**config.mk**
```make
export PLATFORM = sky130hd
export DESIGN_NAME = sctp_nat_table_lookup
export DESIGN_NICKNAME = d
export VERILOG_FILES = /design/src/sv/sntl_pkg.sv /design/src/sv/sntl_ctrl.sv /design/src/sv/sntl_dp.sv /design/src/sv/sctp_nat_table_lookup.sv
export SDC_FILE = /design/constraint.sdc
export NUM_CORES = 2
export LEC_CHECK = 0
export BUFFER_PORTS_ARGS = -buffer_cell sky130_fd_sc_hd__buf_4
export CORE_ASPECT_RATIO = 1.4
export CORE_UTILIZATION = 34
export CTS_CLUSTER_DIAMETER = 120
export DETAILED_ROUTE_END_ITERATION = 12
export PLACE_DENSITY_LB_ADDON = 0.25
export RECOVER_POWER = 50
export SYNTH_ARGS = -nofsm -noshare
export SYNTH_HDL_FRONTEND = slang
export SYNTH_SLANG_ARGS = --single-unit
```
**constraint.sdc**
```tcl
create_clock -name clk -period 10.3 [get_ports clk]
set_input_delay 2.06 -clock clk [delete_from_list [all_inputs] [get_ports clk]]
set_output_delay 2.06 -clock clk [all_outputs]
set_load 0.05 [all_outputs]
```
**src/sv/sntl_pkg.sv**
```systemverilog
// ----------------------------------------------------------------------------
// sntl_pkg
// Types, codes and match rules shared by the SCTP NAT table lookup block.
// ----------------------------------------------------------------------------
package sntl_pkg;

	localparam int TABLE_DEPTH_DEF = 16;
	localparam int KIND_W          = 3;
	localparam int STATUS_W        = 2;
	localparam int SLOT_W          = 4;
	localparam int ADDR_W          = 32;
	localparam int PORT_W          = 16;
	localparam int VTAG_W          = 32;

	// request kinds
	localparam logic [KIND_W-1:0] KIND_INSERT     = 3'd0;
	localparam logic [KIND_W-1:0] KIND_FIND       = 3'd1;
	localparam logic [KIND_W-1:0] KIND_GET        = 3'd2;
	localparam logic [KIND_W-1:0] KIND_SPECIAL    = 3'd3;
	localparam logic [KIND_W-1:0] KIND_LOCAL_INIT = 3'd4;
	localparam logic [KIND_W-1:0] KIND_LOCAL      = 3'd5;
	localparam logic [KIND_W-1:0] KIND_REMOVE     = 3'd6;

	// result status codes
	localparam logic [STATUS_W-1:0] ST_OK   = 2'd0;
	localparam logic [STATUS_W-1:0] ST_MISS = 2'd1;
	localparam logic [STATUS_W-1:0] ST_FULL = 2'd2;

	typedef struct packed {
		logic [KIND_W-1:0] kind;
		logic [ADDR_W-1:0] key_local_addr;
		logic [ADDR_W-1:0] key_global_addr;
		logic [ADDR_W-1:0] key_natted_addr;
		logic [PORT_W-1:0] key_local_port;
		logic [PORT_W-1:0] key_global_port;
		logic [PORT_W-1:0] key_natted_port;
		logic [VTAG_W-1:0] key_local_vtag;
		logic [VTAG_W-1:0] key_global_vtag;
	} req_t;

	typedef struct packed {
		logic [STATUS_W-1:0] status;
		logic [SLOT_W-1:0]   slot;
		logic [ADDR_W-1:0]   hit_local_addr;
		logic [ADDR_W-1:0]   hit_global_addr;
		logic [ADDR_W-1:0]   hit_natted_addr;
		logic [PORT_W-1:0]   hit_local_port;
		logic [PORT_W-1:0]   hit_global_port;
		logic [PORT_W-1:0]   hit_natted_port;
		logic [VTAG_W-1:0]   hit_local_vtag;
		logic [VTAG_W-1:0]   hit_global_vtag;
	} rsp_t;

	// one table row
	typedef struct packed {
		logic [ADDR_W-1:0] local_addr;
		logic [ADDR_W-1:0] global_addr;
		logic [ADDR_W-1:0] natted_addr;
		logic [PORT_W-1:0] local_port;
		logic [PORT_W-1:0] global_port;
		logic [PORT_W-1:0] natted_port;
		logic [VTAG_W-1:0] local_vtag;
		logic [VTAG_W-1:0] global_vtag;
	} entry_t;

	// controller -> datapath
	typedef struct packed {
		logic load;      // capture request, restart scan
		logic step;      // read next row, advance index
		logic wr_shift;  // write read row one place down
		logic to_shift;  // remove hit: restart index after the hit row
		logic cap_hit;   // load hit row into result
		logic ins;       // append row or report full
		logic miss;      // load miss result
		logic dec;       // entry count minus one
		logic fire;      // present result next cycle
	} cmd_t;

	// datapath -> controller
	typedef struct packed {
		logic hit;       // row in read stage matches
		logic scan_end;  // no row left in flight
		logic is_rem;    // captured request is a remove
	} sts_t;

	function automatic entry_t req_entry(req_t r);
		entry_t e;
		e.local_addr  = r.key_local_addr;
		e.global_addr = r.key_global_addr;
		e.natted_addr = r.key_natted_addr;
		e.local_port  = r.key_local_port;
		e.global_port = r.key_global_port;
		e.natted_port = r.key_natted_port;
		e.local_vtag  = r.key_local_vtag;
		e.global_vtag = r.key_global_vtag;
		return e;
	endfunction

	function automatic rsp_t make_rsp(logic [STATUS_W-1:0] st, logic [SLOT_W-1:0] sl,
			entry_t e);
		rsp_t r;
		r.status          = st;
		r.slot            = sl;
		r.hit_local_addr  = e.local_addr;
		r.hit_global_addr = e.global_addr;
		r.hit_natted_addr = e.natted_addr;
		r.hit_local_port  = e.local_port;
		r.hit_global_port = e.global_port;
		r.hit_natted_port = e.natted_port;
		r.hit_local_vtag  = e.local_vtag;
		r.hit_global_vtag = e.global_vtag;
		return r;
	endfunction

	// per-kind field subset compare; e is the row, k the request keys
	function automatic logic sntl_match(logic [KIND_W-1:0] kind, entry_t e, entry_t k);
		logic m;
		unique case (kind)
			KIND_FIND:
				m = e.local_addr == k.local_addr && e.local_port == k.local_port &&
					e.global_addr == k.global_addr && e.global_port == k.global_port &&
					e.global_vtag == k.global_vtag;
			KIND_GET:
				m = e.global_addr == k.global_addr && e.global_port == k.global_port &&
					e.natted_addr == k.natted_addr && e.natted_port == k.natted_port &&
					e.local_vtag == k.local_vtag;
			KIND_SPECIAL:
				m = e.global_addr == k.global_addr && e.global_port == k.global_port &&
					e.natted_addr == k.natted_addr && e.natted_port == k.natted_port &&
					e.global_vtag == '0;
			KIND_LOCAL_INIT:
				m = e.global_addr == k.global_addr && e.global_port == k.local_port &&
					e.local_port == k.global_port;
			KIND_LOCAL:
				m = e.global_addr == k.global_addr && e.global_port == k.local_port &&
					e.local_port == k.global_port && e.local_vtag == k.local_vtag;
			KIND_REMOVE:
				m = (e.global_addr == k.global_addr && e.global_port == k.global_port &&
					e.local_port == k.local_port && e.local_vtag == k.local_vtag) ||
					(e.local_addr == k.global_addr && e.local_port == k.global_port &&
					e.global_port == k.local_port && e.global_vtag == k.local_vtag);
			default:
				m = 1'b0;
		endcase
		return m;
	endfunction

endpackage

```
**src/sv/sntl_ctrl.sv**
```systemverilog
// ----------------------------------------------------------------------------
// sntl_ctrl
// Sequencer for the NAT table: insert, first-hit scan, remove with shift-up.
// ----------------------------------------------------------------------------
module sntl_ctrl (
	input  logic                          clk,
	input  logic                          arst_n,
	input  logic                          start,
	input  logic [sntl_pkg::KIND_W-1:0]   kind,
	input  sntl_pkg::sts_t                sts,
	output sntl_pkg::cmd_t                cmd,
	output logic                          busy
);
	import sntl_pkg::*;

	typedef enum logic [1:0] {
		S_IDLE,
		S_INS,
		S_SCAN,
		S_SHIFT
	} state_t;

	state_t state_q, state_d;

	always_comb begin
		cmd     = '0;
		state_d = state_q;
		unique case (state_q)
			S_IDLE: begin
				if (start) begin
					cmd.load = 1'b1;
					state_d  = (kind == KIND_INSERT) ? S_INS : S_SCAN;
				end
			end
			S_INS: begin
				cmd.ins  = 1'b1;
				cmd.fire = 1'b1;
				state_d  = S_IDLE;
			end
			S_SCAN: begin
				cmd.step = 1'b1;
				priority if (sts.hit) begin
					cmd.cap_hit = 1'b1;
					if (sts.is_rem) begin
						cmd.to_shift = 1'b1;
						state_d      = S_SHIFT;
					end else begin
						cmd.fire = 1'b1;
						state_d  = S_IDLE;
					end
				end else if (sts.scan_end) begin
					cmd.miss = 1'b1;
					cmd.fire = 1'b1;
					state_d  = S_IDLE;
				end
			end
			S_SHIFT: begin
				cmd.step     = 1'b1;
				cmd.wr_shift = 1'b1;
				if (sts.scan_end) begin
					cmd.dec  = 1'b1;
					cmd.fire = 1'b1;
					state_d  = S_IDLE;
				end
			end
			default: state_d = S_IDLE;
		endcase
	end

	always_ff @(posedge clk or negedge arst_n) begin
		if (!arst_n) begin
			state_q <= S_IDLE;
		end else begin
			state_q <= state_d;
		end
	end

	assign busy = (state_q != S_IDLE);

endmodule

```
**src/sv/sntl_dp.sv**
```systemverilog
// ----------------------------------------------------------------------------
// sntl_dp
// Table memory, request register, scan index with one read stage, result reg.
// ----------------------------------------------------------------------------
module sntl_dp #(
	parameter int TABLE_DEPTH = sntl_pkg::TABLE_DEPTH_DEF
) (
	input  logic            clk,
	input  logic            arst_n,
	input  sntl_pkg::req_t  req,
	input  sntl_pkg::cmd_t  cmd,
	output sntl_pkg::sts_t  sts,
	output logic            done,
	output sntl_pkg::rsp_t  rsp
);
	import sntl_pkg::*;

	localparam int CW = $clog2(TABLE_DEPTH + 1);
	localparam int AW = (TABLE_DEPTH > 1) ? $clog2(TABLE_DEPTH) : 1;

	entry_t mem [TABLE_DEPTH];

	req_t          req_q;
	logic [CW-1:0] cnt_q;
	logic [CW-1:0] idx_q;
	logic [CW-1:0] idx_s1;
	logic          v_s1;
	entry_t        rd_s1;
	rsp_t          rsp_q;
	logic          done_q;

	entry_t        key;
	logic          full;
	logic          more;
	logic          we;
	logic [AW-1:0] wa;
	entry_t        wd;
	logic [CW-1:0] sh_dst;

	assign key    = req_entry(req_q);
	assign full   = (cnt_q == CW'(TABLE_DEPTH));
	assign more   = (idx_q < cnt_q);
	assign sh_dst = idx_s1 - 1'b1;

	// one write port: append or shift-up
	always_comb begin
		we = 1'b0;
		wa = cnt_q[AW-1:0];
		wd = key;
		if (cmd.ins && !full) begin
			we = 1'b1;
		end else if (cmd.wr_shift && v_s1) begin
			we = 1'b1;
			wa = sh_dst[AW-1:0];
			wd = rd_s1;
		end
	end

	always_ff @(posedge clk) begin
		if (we) begin
			mem[wa] <= wd;
		end
		rd_s1 <= mem[idx_q[AW-1:0]];
	end

	// payload registers
	always_ff @(posedge clk) begin
		if (cmd.load) begin
			req_q <= req;
		end
		if (cmd.ins) begin
			rsp_q <= full ? make_rsp(ST_FULL, '0, '0)
			              : make_rsp(ST_OK, SLOT_W'(cnt_q), key);
		end else if (cmd.cap_hit) begin
			rsp_q <= make_rsp(ST_OK, SLOT_W'(idx_s1), rd_s1);
		end else if (cmd.miss) begin
			rsp_q <= make_rsp(ST_MISS, '0, '0);
		end
		idx_s1 <= idx_q;
	end

	// control registers
	always_ff @(posedge clk or negedge arst_n) begin
		if (!arst_n) begin
			cnt_q  <= '0;
			idx_q  <= '0;
			v_s1   <= 1'b0;
			done_q <= 1'b0;
		end else begin
			done_q <= cmd.fire;
			priority if (cmd.load) begin
				idx_q <= '0;
				v_s1  <= 1'b0;
			end else if (cmd.to_shift) begin
				idx_q <= idx_s1 + 1'b1;
				v_s1  <= 1'b0;
			end else if (cmd.step) begin
				v_s1 <= more;
				if (more) begin
					idx_q <= idx_q + 1'b1;
				end
			end
			if (cmd.ins && !full) begin
				cnt_q <= cnt_q + 1'b1;
			end else if (cmd.dec) begin
				cnt_q <= cnt_q - 1'b1;
			end
		end
	end

	assign sts.hit      = v_s1 && sntl_match(req_q.kind, rd_s1, key);
	assign sts.scan_end = !v_s1 && !more;
	assign sts.is_rem   = (req_q.kind == KIND_REMOVE);

	assign done = done_q;
	assign rsp  = rsp_q;

	a_cnt_bound: assert property (@(posedge clk) disable iff (!arst_n)
		cnt_q <= CW'(TABLE_DEPTH))
		else $error("entry count above table depth");

	a_shift_addr: assert property (@(posedge clk) disable iff (!arst_n)
		(cmd.wr_shift && v_s1) |-> (idx_s1 != '0 && idx_s1 < cnt_q))
		else $error("shift write outside live rows");

	a_ins_count: assert property (@(posedge clk) disable iff (!arst_n)
		(cmd.ins && !full) |=> (cnt_q == CW'($past(cnt_q) + 1'b1)))
		else $error("append did not bump entry count");

endmodule

```
**src/sv/sctp_nat_table_lookup.sv**
```systemverilog
// ----------------------------------------------------------------------------
// sctp_nat_table_lookup
// Ordered SCTP NAT table: append, first-hit lookups and remove with shift-up.
// ----------------------------------------------------------------------------
// Remove: the scan finds the hit row, then one row is moved per cycle through
//   the single memory port. Unknown kind: as a miss.
// Throughput: one request at a time; busy is high until the result cycle, and
//   start is taken again in the cycle that done is high.
// Reset: arst_n clears the entry count and the sequencer; table rows are not
//   cleared and are only used below the entry count. done is a one-cycle
//   strobe and cannot be stalled by the receiver.
// ----------------------------------------------------------------------------
module sctp_nat_table_lookup #(
	parameter int TABLE_DEPTH = sntl_pkg::TABLE_DEPTH_DEF
) (
	input  logic            clk,
	input  logic            arst_n,
	input  logic            start,
	input  sntl_pkg::req_t  req,
	output logic            busy,
	output logic            done,
	output sntl_pkg::rsp_t  rsp
);
	import sntl_pkg::*;

	cmd_t cmd;
	sts_t sts;

	// sequencer: decides per cycle what the datapath does
	sntl_ctrl u_ctrl (
		.clk    (clk),
		.arst_n (arst_n),
		.start  (start),
		.kind   (req.kind),
		.sts    (sts),
		.cmd    (cmd),
		.busy   (busy)
	);

	// row memory, scan pipeline and result register
	sntl_dp #(
		.TABLE_DEPTH (TABLE_DEPTH)
	) u_dp (
		.clk    (clk),
		.arst_n (arst_n),
		.req    (req),
		.cmd    (cmd),
		.sts    (sts),
		.done   (done),
		.rsp    (rsp)
	);

	// every result transfer closes a request that was in flight
	a_done_busy: assert property (@(posedge clk) disable iff (!arst_n)
		done |-> $past(busy))
		else $error("result without a request in flight");

endmodule
```
### Word-level counts from Yosys, hierarchy flattened

Memories as Yosys holds them, arrays and structs flattened. A register that Yosys moved wholly into a read port is not among the register bits.
Index checks and enable logic that the tools add are counted.

| storage, ports and cells | value |
|---|---|
| memories kept | 1 |
| input port bits | 214 |
| flip-flop bits (word level) | 444 |
| bits in writable memories | 3328 |

Memories:

| name | words | bits a word | read ports | clocked after Yosys merged registers in | wr ports | RTL line | source |
|---|---|---|---|---|---|---|---|
| u_dp.mem | 16 | 208 | 1 | 1 | 1 | sntl_dp.sv:21 | `entry_t mem [TABLE_DEPTH];` |

| operators by class | value |
|---|---|
| add/sub/neg operators | 5 |
| muxes and demuxes | 44 |
| equal/unequal tests | 23 |
| magnitude comparators | 1 |
| reduce and logical (&&, ||, !) cells | 35 |

Operators by type and width:

| kind | count |
|---|---|
| 214-bit 2-to-1 mux | 4 |
| 208-bit 2-to-1 mux | 2 |
| 32-bit == test | 7 |
| 16-bit == test | 5 |
| 32-bit zero test | 1 |
| 5-bit 2-to-1 mux | 6 |
| 1-bit logical AND | 21 |
| 1-bit 2-to-1 mux | 19 |
| 2-bit 2-to-1 mux | 8 |
| 5-bit by 1-bit adder with 5-bit output (second input constant) | 3 |
| 3-bit == test (second input constant) | 3 |
| 3-bit nonzero test | 3 |
| 4-bit 2-to-1 mux | 2 |
| 2-bit one-hot mux with 4 select lines | 1 |
| 3-bit by 2-bit == test with 1-bit output (second input constant) | 2 |
| 1-bit one-hot mux with 6 select lines | 1 |
| 5-bit == test (second input constant) | 1 |
| 5-bit < comparator | 1 |
| 5-bit by 1-bit subtractor with 5-bit output (second input constant) | 1 |
| 2-bit == test (second input constant) | 2 |
| 2-bit nonzero test | 2 |
| 4-bit by 1-bit subtractor with 4-bit output (second input constant) | 1 |
| 3-bit by 1-bit == test with 1-bit output (second input constant) | 1 |
| 1-bit zero test | 3 |
| 8 further kinds | 8 |

### Logic depth before layout (Yosys ltp)

| depth | value |
|---|---|
| word-level depth | 12 |
| mapped depth | 17 |

### Hierarchy

Synthesis repeated with hierarchy kept, for this count alone.

| unflattened totals | value |
|---|---|
| cells, all modules | 6340 |
| area total of the unflattened synthesis | 150739.6 µm² |

Modules (own cells, without submodules):

| module | times used | seq. area each (µm²) | area each (µm²) | cells each |
|---|---|---|---|---|
| sntl_dp | 1 | 117262.5 | 150544.4 | 6314 |
| sntl_ctrl | 1 | 50.0 | 195.2 | 26 |

### Worst setup path before layout

OpenSTA, ideal clock, no wires.

| path | value |
|---|---|
| kind | register to register |
| from | reg u_dp.cnt_q[0] |
| to | mem u_dp.mem[12][0] (netlist bit), enable pin |
| cell stages (with the launch flop) | 7 |
| period minus slack after synthesis | 10821 ps |
| data required time | 9520 ps |
| buffers on the path | 2 |
| arrival time | 10041 ps |
| path slack | -521 ps |
| library setup time | 780 ps |
| cells stage by stage | dfrtp_1 clkbuf_1 nor4_1 a21oi_1 clkbuf_1 a21oi_1 nor2_1 |

| on the way | value |
|---|---|
| cells in the longest elaborated chain, start to end | 6 |
| elaborated cells between the ends (all ways) | 8 |
| classes of those cells | 1 x eq/ne; 5 x mux; 2 x reduce/logical |

RTL lines:

| element | RTL line | source |
|---|---|---|
| start: declaration | sntl_dp.sv:24 | `logic [CW-1:0] cnt_q;` |
| start signal: assignment | sntl_dp.sv:104 | `cnt_q <= cnt_q + 1'b1;` |
| start signal: assignment | sntl_dp.sv:106 | `cnt_q <= cnt_q - 1'b1;` |
| 5-bit == test | sntl_dp.sv:41 | `assign full = (cnt_q == CW'(TABLE_DEPTH));` |
| 1-bit zero test | sntl_dp.sv:50 | `if (cmd.ins && !full) begin` |
| 1-bit logical AND | sntl_dp.sv:50 |  |
| 1-bit 2-to-1 mux | sntl_dp.sv:50 |  |
| 1-bit 2-to-1 mux | sntl_dp.sv:60 | `if (we) begin` |
| 1-bit 2-to-1 mux (not written as such) | sntl_dp.sv:61 | `mem[wa] <= wd;` |
| end: declaration | sntl_dp.sv:21 |  |

Parallel ways exist; a longest one is shown, timed or not.

==> results.md <==
- Across all register-to-register paths, the minimum setup slack is approximately 2300 ps.
- The period utilization is 77.4%.
- The average instance area after synthesis is 23.6 µm².
- The type of the worst min-delay path is reg -> reg.
- The maximum number of pins on one net before global-route repair is 150.
- The post-detailed-route wirelength per cell is roughly 34 µm.
- In the global route stage, overall resource usage came out at around a fifth.
- The post-route antenna net violation count is 0.
- Traced cell by cell, the critical path runs through clkbuf_1, nand2_1, clkinvlp_2, clkbuf_1, clkbuf_1.
- The number of standard cells in the layout, taps in and fillers out is around 13000.
- The worst setup path is of the in -> reg kind.
- The number of synthesis warnings is 0.
- The kind of cell adding the most delay to the critical path is buffers and inverters.
- The initial DRC count is 8008.
- Counting flops with a built-in enable in the synthesized netlist gives approximately 3800.
- Setup violations remaining at the end of the flow were counted as 0.
- The number of filler instances in the final layout is around 40000.
- STA puts the critical path data required time at roughly 11000 ps.
- edfxtp_1 takes more of the synthesized area than any other cell.
- After the last flow step, the layout net total stands at between 7000 and 8000.
- The smallest clock period supported by the final layout is computed as approximately 8000 ps.
- The max-slew headroom at the worst pin is -189%.
- The clock passes through at most 4 buffers.
- The number of buffer and inverter instances along the worst setup path is 4.
- The total core area is about 440000 µm².
- The run finished, with violations left.
- The routed design has ~450000 µm of wire.
- The first global-routing pass estimated 617000 µm of wire.
- The max-slew violation count was approximately 730.
- The initialized floorplan defines about 290 standard-cell rows.
- 430 I/O pins were placed.
- The final reports fail on capacitance limit, slew limit.
- The async set-or-reset flop fraction in the synthesized netlist is less than 1%.
- The floorplan step set the die height to 791 µm.
- Counting every net in the synthesized netlist gives between 6000 and 7000.
- The total via count in the routed design is between 70000 and 80000.
- Hold repair after CTS inserted 0 buffers.
- The static power due to leakage is about 53 nW.
- The post-cts repair resize count is 0.
- Including well taps, the total number of placed cells is between 10000 and 15000.
- The top cell type by area accounts for approximately 75% of the synthesized area.
- Once the floorplan was initialized, standard cells occupied between 30% and 40% of the core.
- The most frequent cell on the critical path is clkbuf_1.
- In the final layout, the share of cells above drive strength 1 is 25.2%.
- The final setup TNS is 0 ps.
- The leading cell type in the layout, fill and taps excluded is edfxtp_1.
- Detailed placement ended at an HPWL of ~260000 µm.
- The residual overflow from global routing is 0.
- The maximum level of the CTS H-tree is 5.
- The post-CTS repair timing setup buffer count is 0.
- The layout overhead on the synthesized area is 14.7%.
- The synthesized design contains ~4000 register bits.
- Summing the sequential cell areas from Yosys gives between 70% and 80% of the chip area.
- Timing would allow up to 126 MHz.
- The floorplan step defined a die boundary enclosing 447000 µm².
- During placement, the flow inserted port buffers numbering approximately 430.
- The slowest stage cell on the critical path is clkbuf_1.
- The tool flagged a number of max-cap violations equal to 18.
- The total clock buffers created by CTS is between 300 and 400.
- By area the synthesized netlist is led by edfxtp_1 (75%), mux4_2 (15%), dfxtp_1 (2.8%).
- The number of global-route vias before repair is 74096.
- Clock latency on the worst-skew pair, taken at its later pin, is 960 ps.
- After clock tree synthesis, the clock-pin slew on the worst setup and hold paths is about 70 ps.
- The largest fanout on the critical path is 45.
- The average vias per placed instance is roughly 5.4.
- In this run the horizontal extent of the chip is around 570 µm.
- Routability-driven placement finished with a final weighted congestion of approximately 0.9.
- The delay contributed by the slowest stage of the critical path is about 2200 ps.
- Synthesis produced a netlist whose cell count is between 6000 and 7000.
- Across the VDD grid, the largest voltage drop is ~0.00018 V.
- Clock tree synthesis found a total of just under 4000 sinks.
- The cell sitting at the root of the clock tree is a clkbuf_16.
- For the worst setup path, the data arrival time is approximately 8400 ps.
- The number of antenna violations at the first check in global routing came to 42.
- The first detailed-routing pass took 8 iterations.
- The library cells used most frequently in the layout, excluding fill and tap cells, are edfxtp_1 (3753), mux4_2 (1040), clkbuf_1 (434).
- After synthesis the cells add up to around 150000 µm².
- Power spread over the standard cell area amounts to between 200 and 300 nW/µm².
- For the pin with the worst max-slew slack, the measured transition is roughly 4300 ps.
- The count of endpoints failing hold in the final timing report is 0.
- The dominant register cell in the synthesized netlist is edfxtp_1.
- On the final layout, the worst clock skew is around 80 ps.
- The type of origin of the critical path is a primary input.
- TritonCTS built the clock tree.
- Setup repair after global routing left no endpoint under its margin.
- For this run, design rule violations remaining after detail routing come to 0.
- The count of different cell masters after synthesis is 59.
- The endpoint kind of the worst setup timing path is a flop.
## synth_stat cells, drive strengths merged (2+ instances only)
| library cell | n |
|---|---|
| o2111ai | 2 |
| xor2 | 289 |
| mux2i | 2 |
| nor4 | 112 |
| nand2 | 34 |
| nor3 | 17 |
| nor4b | 4 |
| clkbuf | 202 |
| ha | 9 |
| nor2b | 2 |
| nand4 | 28 |
| a22o | 211 |
| and4 | 4 |
| mux4 | 1040 |
| xnor2 | 23 |
| or3 | 3 |
| nand2b | 3 |
| and3b | 2 |
| dfrtp | 14 |
| o211ai | 3 |
| and3 | 2 |
| edfxtp | 3753 |
| nor2 | 40 |
| buf | 110 |
| nand4b | 4 |
| or4b | 2 |
| dfxtp | 213 |
| o21ai | 15 |
| nand3b | 2 |
| a32oi | 5 |
| a21o | 6 |
| nand3 | 13 |
| mux2 | 208 |
| or4 | 3 |
| inv | 13 |
| or2 | 2 |
| a21oi | 10 |
| o21a | 2 |
## area by class of cell
| type | instances | area [µm²] | area share [%] |
|---|---|---|---|
| Antenna cell | 5 | 12.5 | 0.00722 |
| Clock inverter | 202 | 2300 | 1.33 |
| Inverter | 14 | 53.8 | 0.0310 |
| Sequential cell | 3980 | 117000 | 67.7 |
| Multi-Input combinational cell | 2114 | 32500 | 18.8 |
| Tap cell | 5820 | 7280 | 4.20 |
| Clock buffer | 504 | 10600 | 6.10 |
| Timing Repair Buffer | 570 | 3300 | 1.90 |
## cell families after synthesis
logic type      share of synthesized area [%]
fa+ha+maj                              0.0877
simple gates                             1.04
mux                                      17.1
compound gates                           1.45
xor+xnor                                 1.81
flops                                    77.6
buf+inv                                 0.979
## registers in the layout (all words and copies together), names as in the netlist
register and cells:
u_ctrl.state_q 2, u_dp.idx_s1 5, u_dp.key 208, u_dp.idx_q 5, u_dp.req_q 3, u_dp.v_s1 1
u_dp.done 1, u_dp.rsp 214, u_dp.mem 3328, u_dp.rd_s1 208, u_dp.cnt_q 5
## power breakdown
part | internal [mW] | total (mW) | switching (mW)
combinational | 4.12 | 10.1 | 6.01
sequential | 19.6 | 21.3 | 1.70
clock | 8.34 | 14.5 | 6.19
total | 32.1 | 46.0 | 13.9
## path summary, 6_finish.rpt
kind / cells after the start / startpoint / to
worst max-delay path: 5 / start / u_dp.key[135]
worst min-delay path: 0 / u_dp.idx_q[4] / u_dp.idx_s1[4]
worst max register to register: 4 / u_dp.idx_q[1] / u_dp.rd_s1[145]
worst min register to register: 0 / u_dp.idx_q[4] / u_dp.idx_s1[4]
max in group asynchronous: 1 / arst_n / u_dp.idx_q[3]
min in group asynchronous: 1 / arst_n / u_dp.done
## through the flow
stage	hold slack, ps	util (%)	setup WS (ps)	cell area [µm²]	power (mW)
2_1_floorplan	345	-	-521	151000	27.8
3_3_place_gp	422	36.6	4220	162000	31.9
3_5_place_dp	418	36.6	4250	162000	32.0
4_1_cts	434	39.5	4220	175000	46.5
5_1_grt	457	39.2	2140	173000	47.4
6_report	435	39.2	2330	173000	46.0
## metal layers
layer,vias to the layer above,wire length (µm),global-route usage (%)
met5,-,129,0
met4,20,17700,6.74
met3,660,30000,3.54
met2,2837,221000,32.9
met1,39567,183000,26.4
li1,28702,-,-
No activity file was read; power rests on OpenSTA's default activity.
